$ cat src/rtl/jerk_shock_alarm_assert.svh
// ----------------------------------------------------------------------------
// jerk shock alarm assertion macros
// shared assertion wrappers, clocked on clk, compiled out with NO_ASSERTIONS
// ----------------------------------------------------------------------------
`ifndef JERK_SHOCK_ALARM_ASSERT_SVH
`define JERK_SHOCK_ALARM_ASSERT_SVH

`ifndef NO_ASSERTIONS
// checked outside reset
`define JSA_ASSERT(lbl, prop, msg) \
  lbl: assert property (@(posedge clk) disable iff (rst) prop) else $error(msg);
// checked during reset as well
`define JSA_ASSERT_RST(lbl, prop, msg) \
  lbl: assert property (@(posedge clk) prop) else $error(msg);
`else
`define JSA_ASSERT(lbl, prop, msg)
`define JSA_ASSERT_RST(lbl, prop, msg)
`endif

`endif

$ cat src/rtl/jsa_pkg.sv
// ----------------------------------------------------------------------------
// jsa_pkg
// types, constants and codes shared by the jerk shock alarm modules
// ----------------------------------------------------------------------------
`default_nettype none

package jsa_pkg;

  localparam int AXIS_W    = 16;
  localparam int TIME_W    = 32;
  localparam int THR_W     = 24;
  localparam int TONE_W    = 16;
  localparam int CFG_W     = 24;
  localparam int CFG_IDX_W = 2;

  // shared multiplier and accumulators
  localparam int MUL_W  = 28;
  localparam int PROD_W = 2 * MUL_W;
  localparam int D2_W   = 34;
  localparam int TD_W   = THR_W + TIME_W;
  localparam int CMP_W  = 2 * TD_W + 2;
  localparam int STEP_W = 4;

  localparam logic [STEP_W-1:0] LAST_STEP = STEP_W'(14);

  // microseconds per second, squared
  localparam logic [39:0] US_SQ = 40'hE8D4A51000;

  localparam logic [THR_W-1:0]  THR_RESET    = THR_W'(3276800);
  localparam logic [TONE_W-1:0] PERIOD_RESET = TONE_W'(1000);
  localparam logic [TONE_W-1:0] ON_RESET     = TONE_W'(500);

  typedef enum logic [CFG_IDX_W-1:0] {
    REG_JERK_THRESHOLD = 2'd0,
    REG_TONE_PERIOD    = 2'd1,
    REG_TONE_ON        = 2'd2
  } cfg_reg_t;

  typedef enum logic [2:0] {
    ST_IDLE = 3'b001,
    ST_BUSY = 3'b010,
    ST_DONE = 3'b100
  } state_t;

  typedef enum logic [1:0] {
    SH_0  = 2'd0,
    SH_16 = 2'd1,
    SH_28 = 2'd2,
    SH_56 = 2'd3
  } shift_t;

  typedef enum logic [1:0] {
    DST_D2  = 2'd0,
    DST_TD  = 2'd1,
    DST_CMP = 2'd2
  } dest_t;

  typedef struct packed {
    logic                     kind;
    logic signed [AXIS_W-1:0] accel_x;
    logic signed [AXIS_W-1:0] accel_y;
    logic signed [AXIS_W-1:0] accel_z;
    logic [TIME_W-1:0]        time_us;
    logic                     button_pressed;
  } in_item_t;

  typedef struct packed {
    logic alarm_latched;
    logic buzzer_on;
    logic tone_start;
  } out_item_t;

  typedef struct packed {
    logic             issue;
    dest_t            dest;
    shift_t           shift;
    logic             sub;
    logic [MUL_W-1:0] a;
    logic [MUL_W-1:0] b;
  } mac_op_t;

  typedef struct packed {
    logic tick;
    logic button;
  } tone_ctl_t;

  typedef struct packed {
    logic start;
    logic buzz_tick;
    logic buzz_now;
  } tone_stat_t;

endpackage

`default_nettype wire

$ cat src/rtl/jsa_mac.sv
// ----------------------------------------------------------------------------
// jsa_mac
// shared 28x28 multiplier with a product register and three accumulators
// ----------------------------------------------------------------------------
`default_nettype none

module jsa_mac (
  input  wire logic                      clk,
  input  wire logic                      rst,
  input  wire logic                      clear,
  input  wire jsa_pkg::mac_op_t          op,
  output logic [jsa_pkg::D2_W-1:0]       d2,
  output logic [jsa_pkg::TD_W-1:0]       td,
  output logic                           cmp_neg
);

  logic [jsa_pkg::PROD_W-1:0] prod;
  logic                       p_issue;
  jsa_pkg::dest_t             p_dest;
  jsa_pkg::shift_t            p_shift;
  logic                       p_sub;
  logic [jsa_pkg::CMP_W-1:0]  wide;
  logic [jsa_pkg::CMP_W-1:0]  cmp;

  always_ff @(posedge clk) begin
    if (rst) begin
      p_issue <= 1'b0;
    end else begin
      p_issue <= op.issue;
    end
    prod    <= jsa_pkg::PROD_W'(op.a) * jsa_pkg::PROD_W'(op.b);
    p_dest  <= op.dest;
    p_shift <= op.shift;
    p_sub   <= op.sub;
  end

  always_comb begin
    case (p_shift)
      jsa_pkg::SH_0:  wide = jsa_pkg::CMP_W'(prod);
      jsa_pkg::SH_16: wide = jsa_pkg::CMP_W'(prod) << 16;
      jsa_pkg::SH_28: wide = jsa_pkg::CMP_W'(prod) << 28;
      jsa_pkg::SH_56: wide = jsa_pkg::CMP_W'(prod) << 56;
      default:        wide = '0;
    endcase
  end

  // difference of both sides of the trip test builds up in cmp
  always_ff @(posedge clk) begin
    if (clear) begin
      d2  <= '0;
      td  <= '0;
      cmp <= '0;
    end else if (p_issue) begin
      case (p_dest)
        jsa_pkg::DST_D2:  d2  <= d2 + wide[jsa_pkg::D2_W-1:0];
        jsa_pkg::DST_TD:  td  <= td + wide[jsa_pkg::TD_W-1:0];
        jsa_pkg::DST_CMP: cmp <= p_sub ? cmp - wide : cmp + wide;
        default: ;
      endcase
    end
  end

  assign cmp_neg = cmp[jsa_pkg::CMP_W-1];

endmodule

`default_nettype wire

$ cat src/rtl/jsa_tone.sv
// ----------------------------------------------------------------------------
// jsa_tone
// buzzer timing on millisecond ticks while the alarm is latched
// ----------------------------------------------------------------------------
`default_nettype none

module jsa_tone (
  input  wire logic                        clk,
  input  wire logic                        rst,
  input  wire jsa_pkg::tone_ctl_t          ctl,
  input  wire logic [jsa_pkg::TONE_W-1:0]  period,
  input  wire logic [jsa_pkg::TONE_W-1:0]  on_ms,
  output jsa_pkg::tone_stat_t              stat
);

  logic                       rearm;
  logic                       rearm_next;
  logic [jsa_pkg::TONE_W-1:0] ms;
  logic [jsa_pkg::TONE_W-1:0] ms_next;
  logic [jsa_pkg::TONE_W-1:0] ms_inc;
  logic                       start;

  // saturating tick count
  assign ms_inc = (ms != '1) ? ms + 1'b1 : ms;

  always_comb begin
    rearm_next = rearm;
    ms_next    = ms;
    start      = 1'b0;
    if (ctl.tick) begin
      if (ctl.button) begin
        rearm_next = 1'b1;
      end else if (rearm) begin
        rearm_next = 1'b0;
        ms_next    = '0;
        start      = 1'b1;
      end else if (ms_inc >= period) begin
        ms_next = '0;
        start   = 1'b1;
      end else begin
        ms_next = ms_inc;
      end
    end
  end

  always_ff @(posedge clk) begin
    if (rst) begin
      rearm <= 1'b1;
      ms    <= '0;
    end else begin
      rearm <= rearm_next;
      ms    <= ms_next;
    end
  end

  assign stat.start     = start;
  assign stat.buzz_tick = !rearm_next && (ms_next < on_ms);
  assign stat.buzz_now  = !rearm && (ms < on_ms);

endmodule

`default_nettype wire

$ cat src/rtl/jerk_shock_alarm.sv
// ----------------------------------------------------------------------------
// jerk_shock_alarm
// latches an alarm when the rate of change of acceleration reaches a threshold
// ----------------------------------------------------------------------------
// Every input item gives one result. Ticks, the first sample after reset or
// rearm, and samples while the alarm is latched need no comparison: their
// result is loaded into the output register as the item is taken. A sample
// that is compared against the previous one runs the exact test |d|^2 * 10^12
// >= (jerk_threshold * dt)^2 as 13 partial products through one shared 28x28
// multiplier and its accumulators, then drains the product pipeline and posts
// the result. A new item is taken only while the output register is empty or
// is read in the same cycle, and never while a comparison runs. There is no
// clearing pass after reset. Configuration is written through cfg_write,
// cfg_index and cfg_data; an unknown index is ignored.
`default_nettype none
`include "jerk_shock_alarm_assert.svh"

module jerk_shock_alarm (
  input  wire logic                          clk,
  input  wire logic                          rst,
  input  wire logic                          in_valid,
  output logic                               in_ready,
  input  wire jsa_pkg::in_item_t             in_data,
  output logic                               out_valid,
  input  wire logic                          out_ready,
  output jsa_pkg::out_item_t                 out_data,
  input  wire logic                          cfg_write,
  input  wire logic [jsa_pkg::CFG_IDX_W-1:0] cfg_index,
  input  wire logic [jsa_pkg::CFG_W-1:0]     cfg_data
);

  jsa_pkg::state_t                state;
  logic [jsa_pkg::STEP_W-1:0]     cnt;
  logic [jsa_pkg::THR_W-1:0]      thr;
  logic [jsa_pkg::TONE_W-1:0]     period;
  logic [jsa_pkg::TONE_W-1:0]     on_ms;
  logic                           alarm;
  logic                           first_sample;
  logic [jsa_pkg::AXIS_W-1:0]     prev_x;
  logic [jsa_pkg::AXIS_W-1:0]     prev_y;
  logic [jsa_pkg::AXIS_W-1:0]     prev_z;
  logic [jsa_pkg::TIME_W-1:0]     prev_time;
  logic [jsa_pkg::AXIS_W-1:0]     abs_x;
  logic [jsa_pkg::AXIS_W-1:0]     abs_y;
  logic [jsa_pkg::AXIS_W-1:0]     abs_z;
  logic [jsa_pkg::TIME_W-1:0]     dt;

  logic [jsa_pkg::AXIS_W:0]       dx;
  logic [jsa_pkg::AXIS_W:0]       dy;
  logic [jsa_pkg::AXIS_W:0]       dz;
  logic                           acc;
  logic                           is_tick;
  logic                           start_cmp;
  logic                           trip;
  logic                           out_load;
  jsa_pkg::out_item_t             out_next;

  jsa_pkg::mac_op_t               op;
  logic [jsa_pkg::D2_W-1:0]       d2;
  logic [jsa_pkg::TD_W-1:0]       td;
  logic                           cmp_neg;
  jsa_pkg::tone_ctl_t             tone_ctl;
  jsa_pkg::tone_stat_t            tone_stat;

  // configuration registers
  always_ff @(posedge clk) begin
    if (rst) begin
      thr    <= jsa_pkg::THR_RESET;
      period <= jsa_pkg::PERIOD_RESET;
      on_ms  <= jsa_pkg::ON_RESET;
    end else if (cfg_write) begin
      case (jsa_pkg::cfg_reg_t'(cfg_index))
        jsa_pkg::REG_JERK_THRESHOLD: thr    <= cfg_data;
        jsa_pkg::REG_TONE_PERIOD:    period <= cfg_data[jsa_pkg::TONE_W-1:0];
        jsa_pkg::REG_TONE_ON:        on_ms  <= cfg_data[jsa_pkg::TONE_W-1:0];
        default: ;
      endcase
    end
  end

  assign in_ready  = (state == jsa_pkg::ST_IDLE) && (!out_valid || out_ready);
  assign acc       = in_valid && in_ready;
  assign is_tick   = in_data.kind;
  assign start_cmp = acc && !is_tick && !alarm && !first_sample;

  // per-axis change, magnitude fits 16 bits
  assign dx = {in_data.accel_x[jsa_pkg::AXIS_W-1], in_data.accel_x}
            - {prev_x[jsa_pkg::AXIS_W-1], prev_x};
  assign dy = {in_data.accel_y[jsa_pkg::AXIS_W-1], in_data.accel_y}
            - {prev_y[jsa_pkg::AXIS_W-1], prev_y};
  assign dz = {in_data.accel_z[jsa_pkg::AXIS_W-1], in_data.accel_z}
            - {prev_z[jsa_pkg::AXIS_W-1], prev_z};

  assign tone_ctl.tick   = acc && is_tick && alarm;
  assign tone_ctl.button = in_data.button_pressed;

  jsa_tone u_tone (
    .clk    (clk),
    .rst    (rst),
    .ctl    (tone_ctl),
    .period (period),
    .on_ms  (on_ms),
    .stat   (tone_stat)
  );

  // partial product schedule for the shared multiplier
  always_comb begin
    op       = '0;
    op.dest  = jsa_pkg::DST_CMP;
    op.shift = jsa_pkg::SH_0;
    if (state == jsa_pkg::ST_BUSY) begin
      unique case (cnt)
        4'd0: begin
          op = '{1'b1, jsa_pkg::DST_D2, jsa_pkg::SH_0, 1'b0,
                 jsa_pkg::MUL_W'(abs_x), jsa_pkg::MUL_W'(abs_x)};
        end
        4'd1: begin
          op = '{1'b1, jsa_pkg::DST_D2, jsa_pkg::SH_0, 1'b0,
                 jsa_pkg::MUL_W'(abs_y), jsa_pkg::MUL_W'(abs_y)};
        end
        4'd2: begin
          op = '{1'b1, jsa_pkg::DST_D2, jsa_pkg::SH_0, 1'b0,
                 jsa_pkg::MUL_W'(abs_z), jsa_pkg::MUL_W'(abs_z)};
        end
        4'd3: begin
          op = '{1'b1, jsa_pkg::DST_TD, jsa_pkg::SH_0, 1'b0,
                 jsa_pkg::MUL_W'(thr), jsa_pkg::MUL_W'(dt[15:0])};
        end
        4'd4: begin
          op = '{1'b1, jsa_pkg::DST_TD, jsa_pkg::SH_16, 1'b0,
                 jsa_pkg::MUL_W'(thr), jsa_pkg::MUL_W'(dt[31:16])};
        end
        4'd5: begin
          op = '{1'b1, jsa_pkg::DST_CMP, jsa_pkg::SH_0, 1'b0,
                 d2[27:0], jsa_pkg::US_SQ[27:0]};
        end
        4'd6: begin
          op = '{1'b1, jsa_pkg::DST_CMP, jsa_pkg::SH_28, 1'b0,
                 d2[27:0], jsa_pkg::MUL_W'(jsa_pkg::US_SQ[39:28])};
        end
        4'd7: begin
          op = '{1'b1, jsa_pkg::DST_CMP, jsa_pkg::SH_28, 1'b0,
                 jsa_pkg::MUL_W'(d2[33:28]), jsa_pkg::US_SQ[27:0]};
        end
        4'd8: begin
          op = '{1'b1, jsa_pkg::DST_CMP, jsa_pkg::SH_56, 1'b0,
                 jsa_pkg::MUL_W'(d2[33:28]), jsa_pkg::MUL_W'(jsa_pkg::US_SQ[39:28])};
        end
        4'd9: begin
          op = '{1'b1, jsa_pkg::DST_CMP, jsa_pkg::SH_0, 1'b1, td[27:0], td[27:0]};
        end
        4'd10: begin
          op = '{1'b1, jsa_pkg::DST_CMP, jsa_pkg::SH_28, 1'b1, td[27:0], td[55:28]};
        end
        4'd11: begin
          op = '{1'b1, jsa_pkg::DST_CMP, jsa_pkg::SH_28, 1'b1, td[55:28], td[27:0]};
        end
        4'd12: begin
          op = '{1'b1, jsa_pkg::DST_CMP, jsa_pkg::SH_56, 1'b1, td[55:28], td[55:28]};
        end
        default: ;
      endcase
    end
  end

  jsa_mac u_mac (
    .clk     (clk),
    .rst     (rst),
    .clear   (start_cmp),
    .op      (op),
    .d2      (d2),
    .td      (td),
    .cmp_neg (cmp_neg)
  );

  // zero time step trips on any change
  assign trip = (dt == '0) ? (d2 != '0) : !cmp_neg;

  always_comb begin
    out_load = 1'b0;
    out_next = '0;
    if (acc) begin
      out_load = !start_cmp;
      if (is_tick) begin
        out_next.alarm_latched = alarm && !in_data.button_pressed;
        out_next.buzzer_on     = alarm && !in_data.button_pressed && tone_stat.buzz_tick;
        out_next.tone_start    = tone_stat.start;
      end else begin
        out_next.alarm_latched = alarm;
        out_next.buzzer_on     = alarm && tone_stat.buzz_now;
      end
    end else if (state == jsa_pkg::ST_DONE && (!out_valid || out_ready)) begin
      out_load               = 1'b1;
      out_next.alarm_latched = alarm;
      out_next.buzzer_on     = alarm && tone_stat.buzz_now;
    end
  end

  always_ff @(posedge clk) begin
    if (rst) begin
      state        <= jsa_pkg::ST_IDLE;
      cnt          <= '0;
      alarm        <= 1'b0;
      first_sample <= 1'b1;
      out_valid    <= 1'b0;
    end else begin
      if (out_load) begin
        out_valid <= 1'b1;
      end else if (out_ready) begin
        out_valid <= 1'b0;
      end
      unique case (state)
        jsa_pkg::ST_IDLE: begin
          if (acc) begin
            if (is_tick) begin
              if (alarm && in_data.button_pressed) begin
                alarm        <= 1'b0;
                first_sample <= 1'b1;
              end
            end else if (!alarm) begin
              first_sample <= 1'b0;
              if (start_cmp) begin
                state <= jsa_pkg::ST_BUSY;
                cnt   <= '0;
              end
            end
          end
        end
        jsa_pkg::ST_BUSY: begin
          cnt <= cnt + 1'b1;
          if (cnt == jsa_pkg::LAST_STEP) begin
            alarm <= alarm || trip;
            state <= jsa_pkg::ST_DONE;
          end
        end
        jsa_pkg::ST_DONE: begin
          if (out_load) begin
            state <= jsa_pkg::ST_IDLE;
          end
        end
        default: state <= jsa_pkg::ST_IDLE;
      endcase
    end
  end

  // sample history and operands, loaded on every stored sample
  always_ff @(posedge clk) begin
    if (acc && !is_tick && !alarm) begin
      prev_x    <= in_data.accel_x;
      prev_y    <= in_data.accel_y;
      prev_z    <= in_data.accel_z;
      prev_time <= in_data.time_us;
      abs_x     <= dx[jsa_pkg::AXIS_W] ? jsa_pkg::AXIS_W'(-dx) : dx[jsa_pkg::AXIS_W-1:0];
      abs_y     <= dy[jsa_pkg::AXIS_W] ? jsa_pkg::AXIS_W'(-dy) : dy[jsa_pkg::AXIS_W-1:0];
      abs_z     <= dz[jsa_pkg::AXIS_W] ? jsa_pkg::AXIS_W'(-dz) : dz[jsa_pkg::AXIS_W-1:0];
      dt        <= in_data.time_us - prev_time;
    end
  end

  always_ff @(posedge clk) begin
    if (out_load) begin
      out_data <= out_next;
    end
  end

  `JSA_ASSERT(a_alarm_rise,
    $rose(alarm) |-> $past(state == jsa_pkg::ST_BUSY && cnt == jsa_pkg::LAST_STEP),
    "alarm set outside a finished comparison")
  `JSA_ASSERT(a_alarm_fall,
    $fell(alarm) |-> ($past(rst) || $past(acc && is_tick && in_data.button_pressed)),
    "alarm cleared without a button tick")
  `JSA_ASSERT_RST(a_reset_state,
    rst |=> (first_sample && !alarm && !out_valid && state == jsa_pkg::ST_IDLE),
    "reset did not restore the detector")
  `JSA_ASSERT(a_buzz_needs_alarm,
    out_valid |-> (!out_data.buzzer_on || out_data.alarm_latched),
    "buzzer reported without a latched alarm")

endmodule

`default_nettype wire

$ cat config.mk
export PLATFORM = sky130hd
export DESIGN_NAME = jerk_shock_alarm
export DESIGN_NICKNAME = d
export VERILOG_FILES = /design/src/rtl/jsa_pkg.sv /design/src/rtl/jsa_mac.sv /design/src/rtl/jsa_tone.sv /design/src/rtl/jerk_shock_alarm.sv
export VERILOG_INCLUDE_DIRS = /design/src /design/src/rtl
export SDC_FILE = /design/constraint.sdc
export NUM_CORES = 2
export LEC_CHECK = 0
export ABC_AREA = 1
export BUFFER_PORTS_ARGS = -buffer_cell sky130_fd_sc_hd__buf_4
export CORE_ASPECT_RATIO = 1.75
export CORE_MARGIN = 2
export CORE_UTILIZATION = 40
export DETAILED_ROUTE_END_ITERATION = 6
export PLACE_DENSITY = 0.54
export RECOVER_POWER = 25
export SLEW_MARGIN = 20
export SYNTH_ARGS = -nofsm -noshare
export SYNTH_HDL_FRONTEND = slang
export SYNTH_SLANG_ARGS = --single-unit
$ cat constraint.sdc
create_clock -name clk -period 21 [get_ports clk]
set_input_delay 2.1 -clock clk [delete_from_list [all_inputs] [get_ports clk]]
set_output_delay 2.1 -clock clk [all_outputs]
set_load 0.05 [all_outputs]
== Word-level counts from Yosys, hierarchy flattened ==
Index checks and enable logic that the tools add are counted.
Word-level totals
  memory bits (read-only): 0
  input bits: 113
  register bits: 512
  bits in latches: 0
  memories kept: 0
  bits in writable memories: 0
  logic and storage cells: 173
  output and inout port bits: 5
Operators by class
  equal/unequal tests: 34
  multiply operators: 1
  magnitude comparators: 3
  shifts and indexed selects: 0
  $add $sub $neg: 13
  reductions and logical operators: 45
  bitwise logic cells: 4
  multiplexer cells: 44
  div/mod/pow operators: 0
Operators by type and width (number)
  $pmux 62 s13: 1
  $pmux 114 s4: 1
  $mux 16: 8
  $add 114x114->114: 1
  $mux 114: 1
  $sub 114x114->114: 1
  $add 56x56->56: 1
  $mul 28x28->56: 1
  $mux 56: 1
  $sub 16x16->17: 3
  $neg 16->16: 3
  $add 34x34->34: 1
  $reduce_bool 34->1: 1
  $logic_not 32->1: 1
  $lt 16x16->1: 2
  $sub 32x32->32: 1
  $eq 4x4->1 const B: 6
  $mux 3: 6
  $add 16x1->16 const B: 1
  $eq 4x3->1 const B: 4
  $ge 16x16->1: 1
  $mux 1: 16
  $mux 4: 4
  $ne 16x16->1 const B: 1
  27 further kinds: 77

== Longest topological paths before layout ==
  word-level depth: 12
  depth in mapped cells: 42
  gate-level depth less buffers: 41

== Cells and area by module ==
From an unflattened synthesis, not the netlist that was laid out.
Second synthesis, totals
  cell total of the unflattened synthesis: 11606
  area, all modules: 75934.1 um^2
By module, submodules not included
  jsa_mac: seq. area each 5325.1 um^2, area an instance 57767.9 um^2, cells an instance 9111, times used 1
  jerk_shock_alarm: seq. area each 6216.0 um^2, area an instance 15885.2 um^2, cells an instance 2143, times used 1
  jsa_tone: seq. area each 340.3 um^2, area an instance 2280.9 um^2, cells an instance 352, times used 1

== Worst setup path before layout ==
No wires, ideal clock.
  path kind: input to register
  start: input out_ready
  end: register u_mac.cmp[36] (netlist bit)
  library setup time: 0.116 ns
  data required time: 20.884 ns
  setup slack: 4.191 ns
  cell stages on the path: 10
  arrival: 16.693 ns
  path buffers: 3
  cells stage by stage: nor2_1 nor2_1 nand2_1 nor3_1 nand2_1 buf_2 clkbuf_1 clkbuf_1 o211ai_1 inv_1
On the way
  cells in the longest elaborated chain, start to end: 6
Ends and longest elaborated chain
  from (decl): RTL line jerk_shock_alarm.sv:25  | input wire logic out_ready,
  $logic_or 1x1->1: RTL line jerk_shock_alarm.sv:81  | assign in_ready = (state == jsa_pkg::ST_IDLE) && (!out_valid || out_ready);
  $logic_and 1x1->1: RTL line jerk_shock_alarm.sv:81
  via in_ready: RTL line jerk_shock_alarm.sv:22  | output logic in_ready,
  $logic_and 1x1->1: RTL line jerk_shock_alarm.sv:82  | assign acc = in_valid && in_ready;
  $logic_and 1x1->1 (3 in a row): RTL line jerk_shock_alarm.sv:84  | assign start_cmp = acc && !is_tick && !alarm && !first_sample;
  to (signal assigned): RTL line jsa_mac.sv:57  | jsa_pkg::DST_CMP: cmp <= p_sub ? cmp - wide : cmp + wide;
  to (decl): RTL line jsa_mac.sv:23  | logic [jsa_pkg::CMP_W-1:0] cmp;
The timed path passes the listed nets, and every way through them passes these cells.
A chain may end at the register's enable or synchronous reset.

== Worst setup path after layout ==
  start: register state[1]
  end: register u_mac.prod[48] (netlist bit)
On the way
  cells in the longest elaborated chain, start to end: 3
Ends and longest elaborated chain
  from (decl): RTL line jerk_shock_alarm.sv:32  | jsa_pkg::state_t state;
  from (signal assigned): RTL line jerk_shock_alarm.sv:201  | state <= jsa_pkg::ST_IDLE;
  from (signal assigned): RTL line jerk_shock_alarm.sv:223  | state <= jsa_pkg::ST_BUSY;
  from (signal assigned): RTL line jerk_shock_alarm.sv:233  | state <= jsa_pkg::ST_DONE;
  $eq 3x2->1: RTL line jerk_shock_alarm.sv:111  | if (state == jsa_pkg::ST_BUSY) begin
  $mux 56: RTL line jerk_shock_alarm.sv:111
  $mul 28x28->56: RTL line jsa_mac.sv:31  | prod <= jsa_pkg::PROD_W'(op.a) * jsa_pkg::PROD_W'(op.b);
  to (signal assigned): RTL line jsa_mac.sv:31
  to (decl): RTL line jsa_mac.sv:17  | logic [jsa_pkg::PROD_W-1:0] prod;
No other way between the ends.

==> results.ini <==
[sta]
worst-slew-pin-transition_ns=2.683
finClkSkew_ns=0.05251
final_count_of_pins_violating_max_slew=94
hold_ws_ns=0.4657
achievable-frequency_ghz=0.08136
rsz_0062_raised_after_global_routing=no
period_needed_ns=12.29
period_share_pct=58.53
final-setup-viol-count=0
final_tns_setup_ns=0
slew_headroom_pct=-78.85
timing.final.hold_violations=0

[detailed_routing]
route.final.wire_length_um=375200
num_vias=73010
antenna_left=0
drc=6
drt-vias-per-instance=5.616
detail_route.wl_per_cell_um=28.87
drc_marker_count_from_the_first_detailed_route_iteration=4938
drt_pre_antenna_iters=7

[clock_network]
clock_tree.root_cell=clkbuf_16
ctsResizeCount=0
postCtsSetupBuffers=0
numClockSinks=512
clk_path_buf_depth=3
path_clk_slew_ns=0.07
cts_hold_buffers=0
worstSkewPairLatency_ns=0.78
cts_h_tree_depth=2
clock_buffers_created_by_tritoncts=61
cts_tree=built

[placed_design]
place_congestion=1.140
place.detailed.instances=12880
dp.final_hpwl_um=311700
port_buffer_cells=117

[logic_synthesis]
synthesis.area_per_instance_um2=6.900
netlist_area_um2=72290
yosys_warnings=0
synth-main-ff-cell=dfxtp_1
yosys_register_bits=512
seq_total_area_yosys_pct=16.44
synthesis.nets=11820
yosysUniqueCellTypes=73
asyncSetResetFlopFracSynth_pct=0
synth_edf_count=163
synthCells=10480

[pwr]
power_density_nw_per_um2=54.42
leakage_nw=41.78
power.ir.vdd_worst_mv=0.07126

[status]
run_status=finished, violations left
failing_checks=design-rule violations, max-capacitance violations, max-slew violations

[floorplanning]
die_y_um=566.4
fp.coreArea_um2=179700
fp.dieArea_um2=184300
io_pins=118
core.rowCount=206
start_util_pct=40.24
dieWidth_um=325.4

[global_route]
grt_antenna_before_repair=12
gr-total-overflow=0
grt_start_max_net_pins=171
global_route.usage.total_pct=40.11
first_global_vias=76180
first_pass_grt_wire_length_um=528400

[critical_path]
path_max_fanout=30
critical_path.top_delay_family=buffers and inverters
path_buf_inv=9
arrival_time_of_data_at_the_critical_path_endpoint_ns=12.93
crit_path_top_delay_cell=clkbuf_1
timing.setup.critical_path_class=flop to flop
critPathRequiredTime_ns=21.64
worst_setup_path_start_kind=flop
critPathCaptureType=flop
slowest_delay_ns=1.87

[layout]
layout_area_overhead_pct=7.961
post-route-util_pct=43.44
fillCellCount=19420
final_non_filler_cells=13000
layout.nets=11890
most-common-layout-cells=inv_1 (2205), nand2_1 (1986), nor2_1 (1424)
drive_above_1_share_pct=4.274
layout_commonest_cell=inv_1

[worst_hold_path]
timing.hold.worst.class=flop to flop

[job]
cap_violations=3

==> power breakdown <==
group / total [mW] / leakage, nW / switching, mW / internal [mW]
registers: 1.10 / 4.34 / 0.0257 / 1.08
clock network: 1.16 / 0.987 / 0.545 / 0.616
logic: 1.98 / 36.5 / 1.53 / 0.454
total: 4.25 / 41.8 / 2.10 / 2.15
==> stage by stage <==
| stage | power (mW) | setup slack [ns] | area (µm²) |
|---|---|---|---|
| detailed placement | 2.999 | 10.90 | 76190 |
| floorplan | 2.135 | 4.191 | 72290 |
| global placement | 2.996 | 10.86 | 76190 |
| global route | 4.381 | 8.897 | 78030 |
| finish | 4.247 | 8.709 | 78050 |
| CTS | 4.164 | 10.85 | 78260 |
==> worst min-delay path: stages (launching register included) <==
cell and delay, ns:
dfxtp_1 0.30, inv_1 0.06, a21oi_1 0.06
==> cell families (layout without fill, tap and decap cells) <==
family	count (synthesis)	after routing	share of synthesized area, %
flip-flops	512	512	16.44
adder cells (fa/ha/maj)	1226	1226	28.29
buffers and inverters	2482	2605	13.16
other	0	8	0
AO/OA/AOI/OAI	1777	1777	14.58
AND/OR/NAND/NOR	4128	4128	23.27
XOR/XNOR	352	352	4.265
==> synth_stat cells (all sizes together) (3+ instances only) <==
library cell  count  share of area [%]
or2              28               0.24
nand4            98               0.86
o221ai           26               0.31
a31oi            44               0.38
o31ai             8              0.083
nand2          1995                 10
nand3b           15               0.16
o2111ai          13               0.16
a21oi           611                4.2
a21boi           26               0.27
and2              6              0.052
a2111oi           8               0.24
a221o             3              0.042
nand3           338                2.4
o211ai          112                1.2
a211oi           20               0.22
o21bai          110                1.1
dfxtp           349                9.7
o22ai            38               0.40
nor4             46               0.41
ha              545                9.4
nor2           1474                7.8
and3              9              0.078
clkbuf          129               0.67
o21a             30               0.31
xnor2           117                1.4
a21o             48               0.50
xor2            235                2.8
a22o              8              0.097
fa              681                 19
buf             109               0.83
nor3b             5              0.052
edfxtp          163                6.8
inv            2232                 12
a22oi             9              0.093
nor3            110               0.78
a31o              5              0.061
a221oi           30               0.37
o21ai           618                4.3
clkinv           12              0.062
a211o             4              0.048
==> layout make-up <==
type / count / area [µm²] / share of cell area, %
clock buffers: 69 / 1597 / 2.046
flip-flops and latches: 512 / 11880 / 15.22
inverters: 2244 / 8433 / 10.80
well taps: 2392 / 2993 / 3.835
clock inverters: 46 / 475.5 / 0.6092
repair buffers: 246 / 1620 / 2.076
diodes: 8 / 20.02 / 0.02565
multi-input cells: 7483 / 51030 / 65.38
==> per-layer routing <==
metal	track usage (%)	up-vias	wire, µm
met3	7.220	1609	20770
met5	0	-	71
met1	35.91	35210	115300
met4	46.05	10	53280
li1	-	33090	-
met2	71.16	3088	185800
==> flip-flops by register name, summed over array words and instances (netlist names), 3 cells and up <==
name and count:
dt 32, abs_y 16, u_mac.cmp 114, u_mac.td 56
period 16, out_data 3, prev_x 16, abs_x 16
u_mac.prod 56, prev_z 16, abs_z 16, thr 24
prev_y 16, cnt 4, on_ms 16, u_mac.d2 34
state 3, u_tone.ms 16, prev_time 32
==> final timing paths <==
check	start	endpoint	slack, ns	cells after the start
setup / recovery	state[1]$_SDFFE_PP0P_	u_mac.prod[48]$_DFF_P_	8.71	29
hold / removal	period[13]$_SDFFE_PP0P_	period[13]$_SDFFE_PP0P_	0.47	2
setup reg to reg	state[1]$_SDFFE_PP0P_	u_mac.prod[48]$_DFF_P_	8.71	29
hold reg to reg	period[13]$_SDFFE_PP0P_	period[13]$_SDFFE_PP0P_	0.47	2
Note: power is estimated with default switching activity, not from simulation.
